**config.mk**
```make
export PLATFORM = sky130hd
export DESIGN_NAME = salc_ram
export DESIGN_NICKNAME = d
export VERILOG_FILES = /design/src/hw/rtl/salc_ram.sv
export SDC_FILE = /design/constraint.sdc
export NUM_CORES = 1
export LEC_CHECK = 0
export ABC_AREA = 1
export BUFFER_PORTS_ARGS = -buffer_cell sky130_fd_sc_hd__buf_4
export CORE_MARGIN = 2
export CORE_UTILIZATION = 55
export DETAILED_ROUTE_END_ITERATION = 8
export GPL_ROUTABILITY_DRIVEN = 0
export PLACE_DENSITY = 0.73
export SLEW_MARGIN = 20
export SYNTH_ARGS = -nofsm -noshare
export SYNTH_HDL_FRONTEND = slang
export SYNTH_SLANG_ARGS = --single-unit
```
**constraint.sdc**
```tcl
create_clock -name clk -period 1.05 [get_ports clk]
set_input_delay 0.105 -clock clk [delete_from_list [all_inputs] [get_ports clk]]
set_output_delay 0.105 -clock clk [all_outputs]
set_load 0.01 [all_outputs]
```
**src/hw/rtl/salc_ram.sv**
```systemverilog
// ============================================================================
// salc_ram: generic single-port-write, single-port-read RAM
// One write and one registered read per cycle; read data holds between reads.
// ============================================================================
module salc_ram #(
    parameter int WIDTH = 8,
    parameter int DEPTH = 16
) (
    input  logic                     clk,
    input  logic                     we,
    input  logic [$clog2(DEPTH)-1:0] waddr,
    input  logic [WIDTH-1:0]         wdata,
    input  logic                     re,
    input  logic [$clog2(DEPTH)-1:0] raddr,
    output logic [WIDTH-1:0]         rdata
);

    logic [WIDTH-1:0] mem [DEPTH];
    logic [WIDTH-1:0] rdata_reg;

    always_ff @(posedge clk)
    begin
        if (we)
        begin
            mem[waddr] <= wdata;
        end
        if (re)
        begin
            rdata_reg <= mem[raddr];
        end
    end

    assign rdata = rdata_reg;

endmodule

```
# Word level (Yosys, flattened, before mapping)
# Memory sizes are Yosys's and may differ from the RTL's. A register that Yosys moved wholly into a read port is not among the register bits.
# Index checks and enable logic that the tools add are counted.
[classes]
muxes = 2
[ops]
columns = ["op", "n"]
rows = [
  ["2-to-1 mux 1 bit", 2],
]
[totals]
inputBits = 19
elab_cells = 3
memories = 1
ff_bits = 0
ram_bits = 128
[mem_list]
columns = ["memory", "words", "word_bits", "read_ports", "rd_ports_with_merged_regs", "wr", "line_no", "source"]
rows = [
  ["mem", 16, 8, 1, 1, 1, "18", "logic [WIDTH-1:0] mem [DEPTH];"],
]

# Longest topological paths before layout
[logic_depth]
word_depth = 2
mapped_depth = 8

# Least setup slack after synthesis
# No wires, ideal clock.
[synth_timing]
path_type = "input -> register"
from = "input waddr[3]"
to = "memory mem[4][0], enable pin"
setup_slack_ps = -6
path_buffers = 0
required_time_ps = 680
setup_ps = 370
t_arrival_ps = 686
cell_stages = 2
cell_sequence = "nand3b_1 -> nor2_1"
[synth_lines]
columns = ["item", "line_no", "source"]
rows = [
  ["from (decl)", "11", "input logic [$clog2(DEPTH)-1:0] waddr,"],
  ["to (decl)", "18", ""],
]
# No word-level cell before the write port.

# Worst setup path in the final report
[layout_timing]
from = "register rdata_reg[1], in the netlist rdata[1], read port of mem"
to = "output rdata[1]"
[layout_lines]
columns = ["item", "line_no", "source"]
rows = [
  ["from (decl)", "19", "logic [WIDTH-1:0] rdata_reg;"],
  ["to (decl)", "15", "output logic [WIDTH-1:0] rdata"],
]
# No word-level cell between the ends.

==> metrics <==
Max Cap Viol=0; Distinct cells, synth=11; Clock Latency Late Sink=0.53 ns; CP Max Fanout=1; DRC Markers=0; dpl cell area=~0.0064 mm²; syn_nets=570; Overflow after GRT=0; Max IR drop VDD=0.926 mV; Starting Density=0.566; first-pass GRT wire length=21800 µm; final hold slack=0.192 ns; Final setup viols=16; final cycle utilization of the critical path=1.16; Buf/Inv on CP=1; layout cells sized above 1=0.240; die area=around 0.011 mm²; Max stage delay on crit path=between 0.4 and 0.5 ns; core box area=0.0103 mm²; failing checks=setup timing; Crit Reg-Reg Startpoint=mem[5][1]; Highest Clock Rate=821 MHz; Detailed Route Iter0 Violations=334; pre-CTS setup slack=-0.248 ns; P_leak=about 3.2 nW; ant diodes=0; Crit-path slowest cell=edfxtp_1; Antenna Violating Nets Remaining=0; Max Root-Sink Buffers=2; CTS tree=done; Tightest Pin Transition=0.444 ns; clk root buf=clkbuf_8; status=complete, but fails checks; fin. max-slew vios=0; Syn Inst Count=between 500 and 600; I/O Buffers=26; Vias=just over 4000; Endpoint, Worst Hold=mem[0][7]; Worst Hold Class=in -> reg; drt total wl=14000 µm; DPL Wire Length=8280 µm; drt pass-1 iters=5; Post-CTS Setup Repair Bufs=0; Worst EP required=0.94 ns; largest net degree at the start of global routing=35; RSZ-0062 raised after global routing=yes; critical path startpoint category=flip-flop; sequential-to-total area share from yosys stat=0.698; clock skew=about 0.0099 ns; final instance area=0.00739 mm²; Ys Warns=0; number of nets in the layout=roughly 630; total track usage=0.263; Area Growth Syn to Fin=26.4%; Worst path top cell family by delay=flip-flops; initial antenna violation count=0; IO Pins=27; # rows=37; Crit Path Class=reg -> out; Fill cells=between 700 and 800; CP Cell Sequence=buf_6; flop2flop setup slack=-0.08 ns; crit path DAT=1.11 ns; Final Hold Vio Count=0; cts bufs inserted=17; pwr dens=1780 mW/mm²; Post-Synthesis Cell Area=0.00585 mm²; final cell count without fillers=about 760; max_slew headroom=0.704; setup_tns=-1.24 ns; worst r2r path cells=6; dpl cells=722; Worst Slack Setup Final=-0.168 ns; vias in the first global route=around 4200; Synth Area per Inst=between 10 and 15 µm²; CP endpoint kind=output pin; chip height=107 µm; max FFs per register=around 130; Synth Register Bits=136; start point of the worst hold path=we; CTS sink cnt=136; Critical R2R Capture=rdata[1]; hold depth=4; Die W=about 110 µm; Vias per Instance=5.33; min Tclk post-route=approximately 1.2 ns; Reg clk slew, reported paths=0.06 ns; H-tree depth=4; routed len/inst=18.3 µm
[final cells by class]
cell class,count,area [µm²],area share
clock buffers,18,418,0.0565
repair buffers,69,636,0.0860
clock inverters,14,181,0.0245
flip-flops and latches,136,4080,0.552
well taps,136,170,0.0230
inverters,102,383,0.0518
multi-input cells,289,1520,0.206
[report_power, final]
group          switching, W  internal [W]  total (W)
clock network       0.00219       0.00382    0.00601
logic              0.000622      0.000372   0.000994
registers         0.0000419       0.00612    0.00616
total               0.00285        0.0103     0.0132
[layout by cell type, fill, tap and decap left out]
cell type,Yosys,layout
nand3_1,97,39
nand3b_1,2,2
clkinv_2,0,2
inv_2,2,2
bufinv_16,0,4
nand2_2,0,4
clkinv_4,0,2
buf_6,6,8
clkinv_1,0,3
buf_4,4,46
clkinvlp_4,0,3
clkbuf_1,0,1
clkbuf_8,0,1
edfxtp_1,136,136
inv_1,100,100
dlygate4sd3_1,0,10
nand3_4,0,1
nand2_1,173,169
nor2_1,17,17
clkbuf_16,0,16
nand3_2,0,57
buf_12,0,5
[synth_stat cells]
cell / n / area share
inv_1: 100 / 0.064
buf_2: 13 / 0.011
edfxtp_1: 136 / 0.70
nand3_1: 97 / 0.083
nand3b_1: 2 / 0.0026
buf_4: 4 / 0.0051
buf_1: 1 / 0.00064
nand2_1: 173 / 0.11
inv_2: 2 / 0.0013
nor2_1: 17 / 0.011
buf_6: 6 / 0.012
[per-stage QoR]
stage / total power (W) / util
after floorplan: 0.00670 / -
after global placement: 0.00706 / 0.616
after detailed placement: 0.00709 / 0.616
after CTS: 0.0131 / 0.703
after global routing: 0.0135 / 0.716
final: 0.0132 / 0.716
[logic make-up after synthesis]
family / count (synthesis) / share of synthesized area
AND/OR/NAND/NOR: 289 / 0.208
flip-flops: 136 / 0.698
buffers and inverters: 126 / 0.0939
[layer usage]
metal,vias up,GRT usage,wire (µm)
li1,1909,-,-
met3,34,0.0693,1110
met2,167,0.436,7090
met4,0,0.0983,317
met5,-,0,0
met1,1961,0.332,5490
[what timing repair did]
action / in CTS / in global routing
hold buffers: 10 / 0
hold endpoints to repair: 138 / 0
resized for setup: 41 / 30
pin swaps: 23 / 28
setup endpoints to repair: 16 / 16
[worst max path at each step]
stage	slack, ns	from	depth (start not counted)	to
4_1_cts	-0.16	rdata[1]	1	rdata[1]
2_1_floorplan	-0.006	waddr[3]	2	mem[4][0]
3_3_place_gp	-0.25	raddr[0]	7	rdata[4]
5_1_grt	-0.19	rdata[1]	1	rdata[1]
6_report	-0.17	rdata[1]	1	rdata[1]
3_5_place_dp	-0.25	raddr[0]	7	rdata[5]
(Power assumes the default switching activity.)
