<file path="config.mk">
export PLATFORM = sky130hd
export DESIGN_NAME = salc_rank_update
export DESIGN_NICKNAME = d
export VERILOG_FILES = /design/src/hw/rtl/salc_pkg.sv /design/src/hw/rtl/salc_rank_update.sv
export SDC_FILE = /design/constraint.sdc
export NUM_CORES = 1
export LEC_CHECK = 0
export ABC_AREA = 1
export BUFFER_PORTS_ARGS = -buffer_cell sky130_fd_sc_hd__buf_2
export CORE_MARGIN = 2
export CORE_UTILIZATION = 45
export DETAILED_ROUTE_END_ITERATION = 10
export GPL_TIMING_DRIVEN = 0
export PLACE_DENSITY = 0.86
export SLEW_MARGIN = 20
export SYNTH_ARGS = -nofsm -noshare
export SYNTH_HDL_FRONTEND = slang
export SYNTH_SLANG_ARGS = --single-unit
</file>
<file path="constraint.sdc">
create_clock -name vclk -period 0.9
set_input_delay 0.045 -clock vclk [all_inputs]
set_output_delay 0.045 -clock vclk [all_outputs]
set_load 0.005 [all_outputs]
</file>
<file path="src/hw/rtl/salc_pkg.sv">
// ============================================================================
// salc_pkg: shared types and constants of the set-associative LRU lookup unit
// Row layout of the tag store, scan unit handshake types and sequencer states.
// ============================================================================
package salc_pkg;

    localparam int MAX_SET_BITS = 6;
    localparam int MAX_WAYS     = 8;

    localparam int NUM_SETS = 1 << MAX_SET_BITS;
    localparam int SET_W    = MAX_SET_BITS;
    localparam int WAY_W    = 3;
    localparam int RANK_W   = 3;
    localparam int WCNT_W   = $clog2(MAX_WAYS + 1);
    localparam int ADDR_W   = 64;
    localparam int TAG_W    = 64;
    localparam int CNT_W    = 32;
    localparam int KIND_W   = 2;

    localparam int CFG_IDX_W  = 2;
    localparam int CFG_DATA_W = 6;
    localparam int SB_W       = 3;
    localparam int OB_W       = 6;

    typedef enum logic [CFG_IDX_W-1:0] {
        CFG_SET_BITS    = 2'd0,
        CFG_OFFSET_BITS = 2'd1,
        CFG_WAYS_IN_USE = 2'd2,
        CFG_UNUSED      = 2'd3
    } cfg_index_t;

    typedef enum logic [KIND_W-1:0] {
        KIND_IFETCH = 2'd0,
        KIND_LOAD   = 2'd1,
        KIND_STORE  = 2'd2,
        KIND_MODIFY = 2'd3
    } kind_t;

    typedef enum logic [1:0] {
        ST_IDLE,
        ST_READ,
        ST_SCAN,
        ST_UPDATE
    } state_t;

    typedef logic [MAX_WAYS-1:0][TAG_W-1:0]  tag_vec_t;
    typedef logic [MAX_WAYS-1:0][RANK_W-1:0] rank_vec_t;

    // One row of the tag store holds every way of one set.
    typedef struct packed {
        tag_vec_t            tag;
        logic [MAX_WAYS-1:0] valid;
        rank_vec_t           rank;
    } row_t;

    localparam int ROW_W = $bits(row_t);

    typedef struct packed {
        logic start;
        logic step;
    } scan_ctl_t;

    typedef struct packed {
        logic              hit;
        logic [WAY_W-1:0]  hit_way;
        logic              free_found;
        logic [WAY_W-1:0]  free_way;
        logic [RANK_W-1:0] oldest_rank;
        logic [WAY_W-1:0]  oldest_way;
    } scan_res_t;

endpackage

</file>
<file path="src/hw/rtl/salc_rank_update.sv">
// ============================================================================
// salc_rank_update: LRU rank update of one set
// Makes the chosen way most recently used and ages the valid ways in use that
// were younger than it, saturating at the oldest rank.
// ============================================================================
module salc_rank_update (
    input  salc_pkg::rank_vec_t           ranks_in,
    input  logic [salc_pkg::MAX_WAYS-1:0] valid,
    input  logic [salc_pkg::WCNT_W-1:0]   ways_eff,
    input  logic [salc_pkg::WAY_W-1:0]    way,
    input  logic [salc_pkg::RANK_W:0]     old_rank,
    output salc_pkg::rank_vec_t           ranks_out
);

    localparam logic [salc_pkg::RANK_W-1:0] RANK_MAX =
        salc_pkg::RANK_W'(salc_pkg::MAX_WAYS - 1);

    always_comb
    begin
        ranks_out = ranks_in;
        for (int i = 0; i < salc_pkg::MAX_WAYS; i++)
        begin
            if (salc_pkg::WAY_W'(i) == way)
            begin
                ranks_out[i] = '0;
            end
            else if ((salc_pkg::WCNT_W'(i) < ways_eff) && valid[i]
                     && ({1'b0, ranks_in[i]} < old_rank) && (ranks_in[i] < RANK_MAX))
            begin
                ranks_out[i] = ranks_in[i] + 1'b1;
            end
        end
    end

endmodule

</file>
* Word-level counts from Yosys, hierarchy flattened *
Cells that the tools add are included.

cells by class
  eq/ne operators = 7
  magnitude comparators = 24
  add/sub/neg operators = 8
  mux-type cells = 16
  reduce and logical (&&, ||, !) cells = 25

operator list
  operator             number
  $mux 3               16
  $lt 3x4->1           8
  $add 3x1->3 const B  8
  $logic_and 1x1->1    24
  $lt 3x3->1 const B   8
  $lt 3x4->1 const A   4
  $eq 3x3->1 const A   4
  $lt 1x4->1 const A   2
  $lt 2x4->1 const A   2
  $eq 2x3->1 const A   2
  $eq 1x3->1 const A   1
  $logic_not 3->1      1

word-level totals
  register bits after elaboration = 0
  input bits = 43
  logic and storage cells = 80

* Longest topological paths before layout *
  word-level depth = 6
  depth in mapped cells = 9
  mapped depth without buffers = 9

* Worst setup path before layout *
OpenSTA, ideal clock, no wires.

  path kind = input to output
  start point = input port old_rank[2] in the netlist's numbering
  end point = output port ranks_out[7] in the netlist's numbering
  setup slack = -0.116 ns
  path buffers = 0
  data required time = 0.855 ns
  arrival = 0.971 ns
  stages on the path = 9
  cell sequence = inv_1 ha_1 inv_1 nor2_1 a21boi_0 nor2_1 nand2_1 nand2_1 nor2_1

RTL lines
  what             RTL line                text
  start, declared  salc_rank_update.sv:11  input logic [salc_pkg::RANK_W:0] old_rank,
  end, declared    salc_rank_update.sv:12  output salc_pkg::rank_vec_t ranks_out

==> impl_results.md <==
* Status: complete, but fails checks
* Failing checks: negative setup slack
* Tcrit/Tclk final at 1.48
* Net switching power at 0.711 mW
* GRT overflow at 0
* Combinational share of power at 1.000
* Synth cell types at 20
* Largest family of logic cells by synthesized area: simple AND/OR/NAND/NOR gates
* HP Start: ranks_in[12]
* Maximum achievable frequency at ~750 MHz
* Mean Syn Cell Area at roughly 5.5 um^2
* Register area at 0 um^2
* Core area at 3000 um^2
* Die W at 59.5 um
* Post-route DRC violation count at 0
* Most common cell on crit path: nand2_2
* Full die area at approximately 3500 um^2
* CP Cell Sequence: buf_6 -> clkinvlp_4 -> buf_12 -> ha_1 -> o21ai_1 -> nand2_1 -> nand2_2 -> nand2_2 -> nand2_2 -> a21oi_2 -> buf_2
* Initial Utilization at 0.462
* Largest net degree at the start of global routing at 11
* RSZ-0062 raised after global routing: true
* Crit-path max FO at 8
* CP top delay family: buffers and inverters
* Max-slew violations at 0
* Critical path's slowest cell: ha_1
* WHS Path Cells at 4
* Adder-Cell Fraction of Synth Area at 0.217
* Net Sw Frac at 0.562
* FILL cells at approximately 250
* Relative slew slack at 0.572
* YS warnings at 0
* Critical Path AT at about 1.3 ns
* Area growth from synthesis to layout at 65.3%
* Pleak at ~1.1 nW
* Startpoint class of the critical path: input port
* Post-layout util at 0.763
* Syn nets at ~320
* Vias at roughly 1900
* Worst VDD drop at 0.000346 V
* Antenna-violating nets left at 0
* I/O Buffers at 66
* WP depth at 11
* Buf+Inv Stages, Crit Path at 4
* Final hold vios at 0
* Die height at 59.5 um
* Placed wire-length estimate at roughly 3100 um
* Cell area after layout at 2290 um^2
* Synth Area in XOR/XNOR at 0.0505
* # clk buffers at 0
* Antenna diodes at 0
* Fin cells at 351
* First-pass GRT wire length at just under 7000 um
* Simple-gate share of the synthesized area at 0.489
* Vias/cell at around 5.3
* Mapped Area at 1390 um^2
* Pre-CTS setup slack at -0.499 ns
* PnR worst setup slack at -0.429 ns
* DR pass1 iterations at 5
* Final setup vio count at 24
* Vias in the first global route at between 1500 and 2000
* Hold Crit Class: in -> out
* Commonest non-fill, non-tap cell in the layout: buf_2
* GPL Wtd Cong at approximately 0.78
* Fin nets at between 300 and 400
* Register area share after synthesis at 0
* Hold Path End: ranks_out[12]
* Clock power share at 0
* Slew @ Worst Pin at about 0.64 ns
* Overall power at 1.27 mW
* Worst setup EP type: output port
* Cts hold-fix bufs at 0
* Worst EP required at between 0.8 and 0.9 ns
* Pint at between 0.5 and 0.6 mW
* Commonest cells after routing, fill and taps aside: 64 x buf_2, 40 x nand2_1, 31 x nand2_2, 28 x inv_1, 21 x a21oi_2
* Avg WL per Cell at between 10 and 15 um
* DRT iter0 DRCs at 79
* Max-cap viol count at 0
* Num rows at 20
* Power Dens Cells at around 550 nW/um^2
* FF+latch count at 0
* Compound-Gate Fraction of Synth Area at 0.126
* Register share of total power at 0
* Max stage delay on crit path at about 0.28 ns
* Tmin final at 1.33 ns
* Mapped Cells at 250
* Initial antenna violation count at 0
* Layout cell share with drive strength beyond 1 at 0.582
* Number of cells after detailed placement at approximately 350
* Mux cell area share after synthesis at 0
* I/O pins at 67
* Crit path kind: in -> out
* Aggregate routed wire length at around 4600 um
* Gr usage total at 0.242
* Placed cell area at 1830 um^2
-- worst max-delay path by stage --
stage	start	slack [ns]	to
after global placement	old_rank[1]	-0.46	ranks_out[17]
after floorplan	old_rank[2]	-0.09	ranks_out[7]
after CTS	old_rank[2]	-0.39	ranks_out[7]
final	old_rank[1]	-0.43	ranks_out[2]
after global routing	old_rank[1]	-0.48	ranks_out[1]
after detailed placement	old_rank[1]	-0.50	ranks_out[19]
-- routing by layer --
metal | GRT usage | routed length [um] | up-vias | share of wire
met2 | 0.469 | 2450 | 51 | 0.53
met1 | 0.290 | 1930 | 851 | 0.42
li1 | - | - | 959 | -
met5 | 0 | 0 | - | 0
met4 | 0.0381 | 57 | 0 | 0.012
met3 | 0.0175 | 188 | 8 | 0.041
-- metrics by stage --
step	hold slack, ns	TNS [ns]
floorplan	0.193	-1.49
global placement	0.442	-10.24
detailed placement	0.447	-11.01
CTS	0.447	-8.44
global route	0.461	-10.63
finish	0.442	-9.00
-- power by group through the flow --
| stage | clock network (mW) | registers (mW) | logic [mW] |
|---|---|---|---|
| after floorplan | 0 | 0 | 0.591 |
| after global placement | 0 | 0 | 0.916 |
| after detailed placement | 0 | 0 | 0.946 |
| after CTS | 0 | 0 | 1.09 |
| after global routing | 0 | 0 | 1.40 |
| final | 0 | 0 | 1.27 |
-- area by class of cell --
type	count	area [um^2]	share of cell area
buffer	1	11.3	0.00491
inverter	39	159	0.0693
multi-input combinational	210	1690	0.739
tap	33	41.3	0.0180
timing repair buffer	68	387	0.169
-- worst min-delay path: stages --
cell,delay (ns)
buf_2,0.13
nand2_1,0.05
a21oi_1,0.05
buf_2,0.12
-- kinds of logic (layout without fill, tap and decap cells) --
kind of cell	after synthesis	count (layout)
adders and majority gates	24	24
xor gates and xnor gates	8	8
buffers and inverters	40	108
AOI/OAI and AO/OA	33	33
and+or+nand+nor	145	145
-- cells in the mapped netlist --
cell type / count / share of area
inv_6: 1 / 0.0063
nor2_2: 3 / 0.014
a21oi_2: 2 / 0.013
a21boi_0: 1 / 0.0054
ha_1: 24 / 0.22
nor3_4: 1 / 0.012
o21ai_0: 6 / 0.022
xor2_1: 8 / 0.051
nor2_1: 19 / 0.051
and2_1: 1 / 0.0045
nand2_1: 69 / 0.19
a21oi_1: 24 / 0.087
nand3_2: 3 / 0.022
nand3b_1: 3 / 0.016
nor2_4: 3 / 0.024
inv_1: 38 / 0.10
nand3_1: 31 / 0.11
nand2_2: 4 / 0.018
nor3_1: 8 / 0.029
buf_6: 1 / 0.0081
-- repair_timing --
action / CTS / global route
setup buffers: 2 / 0
pin swaps: 19 / 34
gates resized for setup: 50 / 48
endpoints found under the setup margin: 24 / 24
Power figures use the tool's default switching activity.
