File: config.mk
export PLATFORM = sky130hd
export DESIGN_NAME = salc_way_scan
export DESIGN_NICKNAME = d
export VERILOG_FILES = /design/src/hw/rtl/salc_pkg.sv /design/src/hw/rtl/salc_way_scan.sv
export SDC_FILE = /design/constraint.sdc
export NUM_CORES = 1
export LEC_CHECK = 0
export BUFFER_PORTS_ARGS = -buffer_cell sky130_fd_sc_hd__buf_2
export CAP_MARGIN = 20
export CORE_AREA = 2 2 242 244
export DETAILED_ROUTE_END_ITERATION = 6
export DIE_AREA = 0 0 244 246
export PLACE_DENSITY_LB_ADDON = 0.12
export SETUP_SLACK_MARGIN = 0.3
export SYNTH_ARGS = -nofsm -noshare
export SYNTH_HDL_FRONTEND = slang
export SYNTH_SLANG_ARGS = --single-unit
File: constraint.sdc
create_clock -name clk -period 7.4 [get_ports clk]
set_input_delay 0 -clock clk [delete_from_list [all_inputs] [get_ports clk]]
set_output_delay 0 -clock clk [all_outputs]
set_load 0.01 [all_outputs]
File: src/hw/rtl/salc_pkg.sv
// ============================================================================
// salc_pkg: shared types and constants of the set-associative LRU lookup unit
// Row layout of the tag store, scan unit handshake types and sequencer states.
// ============================================================================
package salc_pkg;

    localparam int MAX_SET_BITS = 6;
    localparam int MAX_WAYS     = 8;

    localparam int NUM_SETS = 1 << MAX_SET_BITS;
    localparam int SET_W    = MAX_SET_BITS;
    localparam int WAY_W    = 3;
    localparam int RANK_W   = 3;
    localparam int WCNT_W   = $clog2(MAX_WAYS + 1);
    localparam int ADDR_W   = 64;
    localparam int TAG_W    = 64;
    localparam int CNT_W    = 32;
    localparam int KIND_W   = 2;

    localparam int CFG_IDX_W  = 2;
    localparam int CFG_DATA_W = 6;
    localparam int SB_W       = 3;
    localparam int OB_W       = 6;

    typedef enum logic [CFG_IDX_W-1:0] {
        CFG_SET_BITS    = 2'd0,
        CFG_OFFSET_BITS = 2'd1,
        CFG_WAYS_IN_USE = 2'd2,
        CFG_UNUSED      = 2'd3
    } cfg_index_t;

    typedef enum logic [KIND_W-1:0] {
        KIND_IFETCH = 2'd0,
        KIND_LOAD   = 2'd1,
        KIND_STORE  = 2'd2,
        KIND_MODIFY = 2'd3
    } kind_t;

    typedef enum logic [1:0] {
        ST_IDLE,
        ST_READ,
        ST_SCAN,
        ST_UPDATE
    } state_t;

    typedef logic [MAX_WAYS-1:0][TAG_W-1:0]  tag_vec_t;
    typedef logic [MAX_WAYS-1:0][RANK_W-1:0] rank_vec_t;

    // One row of the tag store holds every way of one set.
    typedef struct packed {
        tag_vec_t            tag;
        logic [MAX_WAYS-1:0] valid;
        rank_vec_t           rank;
    } row_t;

    localparam int ROW_W = $bits(row_t);

    typedef struct packed {
        logic start;
        logic step;
    } scan_ctl_t;

    typedef struct packed {
        logic              hit;
        logic [WAY_W-1:0]  hit_way;
        logic              free_found;
        logic [WAY_W-1:0]  free_way;
        logic [RANK_W-1:0] oldest_rank;
        logic [WAY_W-1:0]  oldest_way;
    } scan_res_t;

endpackage

File: src/hw/rtl/salc_way_scan.sv
// ============================================================================
// salc_way_scan: shared way comparator
// Visits one way of the fetched row per cycle with a single tag comparator and
// tracks the first hit, the lowest free way and the oldest way.
// ============================================================================
module salc_way_scan (
    input  logic                        clk,
    input  logic                        rst_n,
    input  salc_pkg::scan_ctl_t         ctl,
    input  salc_pkg::row_t              row,
    input  logic [salc_pkg::TAG_W-1:0]  tag,
    input  logic [salc_pkg::WAY_W-1:0]  last_idx,
    output logic                        done,
    output salc_pkg::scan_res_t         res
);

    logic [salc_pkg::WAY_W-1:0]  idx_reg;
    logic [salc_pkg::WAY_W-1:0]  idx_next;
    salc_pkg::scan_res_t         res_reg;
    salc_pkg::scan_res_t         res_next;
    logic                        way_valid;
    logic                        way_match;
    logic [salc_pkg::RANK_W-1:0] way_rank;
    logic                        first;

    assign way_valid = row.valid[idx_reg];
    assign way_match = way_valid && (row.tag[idx_reg] == tag);
    assign way_rank  = row.rank[idx_reg];
    assign first     = (idx_reg == '0);

    always_comb
    begin
        res_next = res_reg;
        idx_next = idx_reg;
        if (ctl.start)
        begin
            idx_next = '0;
        end
        else if (ctl.step)
        begin
            idx_next = idx_reg + 1'b1;
            if (first)
            begin
                res_next.hit         = way_match;
                res_next.hit_way     = idx_reg;
                res_next.free_found  = !way_valid;
                res_next.free_way    = idx_reg;
                res_next.oldest_rank = way_rank;
                res_next.oldest_way  = idx_reg;
            end
            else
            begin
                if (!res_reg.hit && way_match)
                begin
                    res_next.hit     = 1'b1;
                    res_next.hit_way = idx_reg;
                end
                if (!res_reg.free_found && !way_valid)
                begin
                    res_next.free_found = 1'b1;
                    res_next.free_way   = idx_reg;
                end
                // Ties keep the lower way, so only a strictly older rank wins.
                if (way_rank > res_reg.oldest_rank)
                begin
                    res_next.oldest_rank = way_rank;
                    res_next.oldest_way  = idx_reg;
                end
            end
        end
    end

    always_ff @(posedge clk or negedge rst_n)
    begin
        if (!rst_n)
        begin
            idx_reg <= '0;
        end
        else
        begin
            idx_reg <= idx_next;
        end
    end

    always_ff @(posedge clk)
    begin
        res_reg <= res_next;
    end

    assign done = ctl.step && (way_match || (idx_reg == last_idx));
    assign res  = res_next;

endmodule

-- After elaboration in Yosys (flattened, before gate mapping)
Cells that the tools add are included.
- flip-flop bits (word level): 17
- input port bits: 615
- word-level logic and storage cells: 36
- $add $sub $neg: 1
- magnitude comparators: 2
- equal/unequal tests: 2
- mux-type cells: 14
- reductions and logical operators: 10
- operators by type and width (kind ; number):
    $bmux W64 S3 ; 1
    $eq A64 B64 Y1 ; 1
    $mux W64 ; 1
    $mux W14 ; 3
    $bmux W3 S3 ; 1
    $mux W3 ; 3
    $mux W4 ; 2
    $mux W6 ; 1
    $logic_and A1 B1 Y1 ; 4
    $lt A3 B4 Y1 const B ; 1
    $add A3 B1 Y3 const B ; 1
    $bmux W1 S3 ; 1
    $eq A3 B3 Y1 ; 1
    $gt A3 B3 Y1 ; 1
    $logic_not A1 Y1 ; 3
    $logic_not A3 Y1 ; 1
    $reduce_bool A2 Y1 ; 1
    $logic_or A1 B1 Y1 ; 1
    $mux W1 ; 1

-- Logic depth before layout (Yosys ltp)
- depth in word-level cells: 9
- gate-level depth with buffers: 15
- depth with buffers taken out: 10

-- Worst setup path before layout
OpenSTA, ideal clock, no wires.
- kind: register to register
- start point: reg idx_reg[0] (netlist bit)
- end point: reg res_reg[3] (netlist bit)
- setup time: 119 ps
- arrival: 3407 ps
- required time: 7281 ps
- setup slack: 3874 ps
- cell stages (with the launch flop): 14
- path buffers: 5
- path through: dfrtp_1 > buf_6 > buf_6 > buf_6 > buf_4 > buf_2 > mux4_2 > mux2_2 > ha_1 > a21o_1 > a21oi_1 > a311oi_1 > nor2_1 > mux2i_1
- RTL lines (element ; RTL line ; source):
    start, declared ; salc_way_scan.sv:17 ; logic [salc_pkg::WAY_W-1:0] idx_reg;
    start signal, assigned ; salc_way_scan.sv:81 ; idx_reg <= idx_next;
    end signal, assigned ; salc_way_scan.sv:87 ; res_reg <= res_next;
    end, declared ; salc_way_scan.sv:19 ; salc_pkg::scan_res_t res_reg;

==> summary.txt <==
Timing
  • Crit path time final: 5337 ps
  • Final worst setup slack: 2063 ps
  • Slew Viols, Final: 0
  • Final Cycle Share: 0.7212
  • Clock Skews: 16.33 ps
  • Slew headroom: 0.3192
  • Max Fclk: 0.1874 GHz
  • Setup Total Neg Slack: 0 ps
  • Slew @ Worst Pin: 1021 ps
  • Setup violators final: 0
  • Fin. Hold Viols: 0
  • RSZ-0062 raised after global routing: no

Placement
  • Pre-CTS setup slack: 2089 ps
  • Placer Congestion: 0.8110
  • DP Cell Count: 1873
  • Detailed Place HPWL: 37420 um
  • Number of port buffers: 629

Yosys
  • Cells after synthesis: 514
  • Share of the synthesized area in the top cell type: 0.3780
  • Cell area after synthesis: 5719 um^2
  • Yosys reg bits: 17
  • Syn Nets: 1134
  • Top cells by area, synth: mux4_2, mux2i_1, xor2_1
  • Top FF cell, synth: dfxtp_1
  • FFs w/ async S/R, synth: 0.1765
  • Number of flops mapped to enable cells by yosys: 0
  • Unique masters post-synth: 50
  • Syn avg cell area: 11.13 um^2
  • Leading area contributor after synthesis: mux4_2
  • Seq/Total Area, Yosys: 0.06213
  • Yosys warns: 0

Route
  • DRC Markers: 0
  • Routed vias: 7084
  • WL final: 41890 um
  • Via/cell ratio: 3.756
  • Iteration-0 DRC count of the detailed router: 218
  • First-pass detailed-route iteration total: 4
  • ANT nets after route: 0
  • Avg WL per Cell: 22.21 um

Final layout
  • Max reg flops: 14
  • Register Area: 366.6 um^2
  • Non-filler cells, final: 1886
  • Fillcell total: 6530
  • Most frequent cells in the layout: buf_2, mux2i_1, mux4_2
  • Nets: 1735
  • Syn-to-layout area delta: 71.23%
  • Ratio of cells with drive above 1 in the final layout: 0.6894
  • Core Util, Final: 0.1707
  • Most common cell after layout, fill and taps aside: buf_2
  • Multi-input logic area: 5066 um^2

Worst setup path
  • Critical path arrival: 5340 ps
  • Setup crit start kind: flip-flop
  • Required @ worst endpoint: 7400 ps
  • CP Max Fanout: 31
  • Kind of critical path: reg -> out
  • CP Capture Type: output port
  • Slack of the worst reg-to-reg path: 2400 ps

Global route
  • Total track usage: 0.1320
  • GRT Residual Overflow: 0
  • GRT Max-Usage Layer: met2
  • Vias in the first global route: 7843
  • Initial antenna violation count: 12
  • First-pass GRT wire length: 56770 um
  • Met1 usage: 0.1505
  • Global routing usage on met3: 0.02941
  • Met2 Use GR: 0.2544
  • Largest net degree at the start of global routing: 93

Clock tree
  • Worst-skew pair later-pin latency: 270 ps
  • Clock Tree Root: clkbuf_16
  • Clock-pin slew on the worst setup and hold paths: 70 ps
  • CTS buffer count: 3
  • Hold buffer count at cts: 2
  • Post-CTS repair timing setup buffer count: 0
  • CTS tree: yes
  • Clk sinks: 17
  • PostCTS Resize Cnt: 0
  • Longest Clk Path Bufs: 2
  • H-tree level count: 1

Power and ir drop
  • Comb power frac: 0.729
  • Sequential Power Share: 0.146
  • Net Sw Frac: 0.4118
  • VDD IR max: 0.00007728 V
  • Power per cell area: 97.80 nW/um^2
  • Power Internal: 0.5634 mW
  • Switch Pwr: 0.3944 mW
  • Clock power frac: 0.124
  • LEAKAGE: 4.446 nW

Die
  • IO Pins: 630
  • Die height: 246 um
  • Initial Utilization: 0.09970
  • Core outline area: 57370 um^2
  • Row count: 88
  • Die Footprint: 60020 um^2
  • Die width: 244 um

Status
  • Status: finished clean

Flow run
  • Number of max-cap violations: 0

Hold path
  • Hold Path Class: in -> async
-- final cells by class --
cell class                 instances  area share
timing repair buffer             640      0.3342
clock buffer                       4    0.008049
sequential                        17     0.03743
tap                              765     0.09774
multi-input combinational        444      0.5173
antenna                            7    0.001789
inverter                           9    0.003450
-- synth_stat cells (6+ instances only) --
| library cell | number |
|---|---|
| a21oi_1 | 7 |
| a221oi_1 | 10 |
| a22o_1 | 13 |
| a22oi_1 | 12 |
| buf_2 | 24 |
| buf_4 | 9 |
| dfxtp_1 | 14 |
| inv_1 | 8 |
| mux2_2 | 22 |
| mux2i_1 | 112 |
| mux4_2 | 96 |
| nand2_1 | 14 |
| nand4_1 | 7 |
| nor2_1 | 16 |
| nor4_1 | 6 |
| o21ai_0 | 10 |
| o22ai_1 | 11 |
| xnor2_1 | 18 |
| xor2_1 | 34 |
-- power by group through the flow --
stage               combinational (mW)  clock [mW]  sequential, mW
finish                           0.699       0.119           0.140
global route                     0.769       0.129           0.146
CTS                              0.726       0.126           0.142
detailed placement               0.721           0           0.144
global placement                 0.723           0           0.143
floorplan                        0.417           0           0.119
-- per-layer routing --
| layer | wire, um | up-vias |
|---|---|---|
| li1 | - | 3343 |
| met1 | 16080 | 3373 |
| met2 | 22660 | 340 |
| met3 | 2752 | 20 |
| met4 | 337 | 8 |
| met5 | 57 | - |
-- path summary, 6_finish.rpt --
| path | from | endpoint | cells past startpoint |
|---|---|---|---|
| max | idx_reg[2] | res[13] | 10 |
| min | rst_n | idx_reg[2] | 2 |
| max reg2reg | idx_reg[2] | res_reg[13] | 9 |
| min reg2reg | res_reg[11] | res_reg[11] | 1 |
| max in group asynchronous | rst_n | idx_reg[0] | 2 |
| min in group clk | ctl[0] | idx_reg[2] | 4 |
-- cells by family (layout without fill, tap and decap cells) --
logic type / after synthesis / in the layout / share of synthesized area
mux: 232 / 232 / 0.6226
compound gates: 79 / 79 / 0.1015
other cells: 0 / 7 / 0
xor+xnor: 52 / 52 / 0.07963
fa+ha+maj: 5 / 5 / 0.01094
simple gates: 76 / 76 / 0.07066
buf+inv: 53 / 653 / 0.05250
flops: 17 / 17 / 0.06213
-- through the flow --
stage	hold WS, ps	total power, mW	instance area, um^2
2_1_floorplan	-295.6	0.5359	5719
3_3_place_gp	-158.1	0.8658	9677
3_5_place_dp	-163.4	0.8651	9677
4_1_cts	127.9	0.9935	9776
5_1_grt	135.1	1.043	9786
6_report	131.6	0.9578	9793
-- critical path: stages, from the launching register on --
cell	delay, ps
dfrtp_4	680
inv_2	510
buf_4	420
mux2i_1	600
o32ai_1	220
a211o_1	300
nor4_1	730
nand4_1	330
nor4b_1	840
a22o_1	260
buf_2	150
No activity file was read; power rests on OpenSTA's default activity.
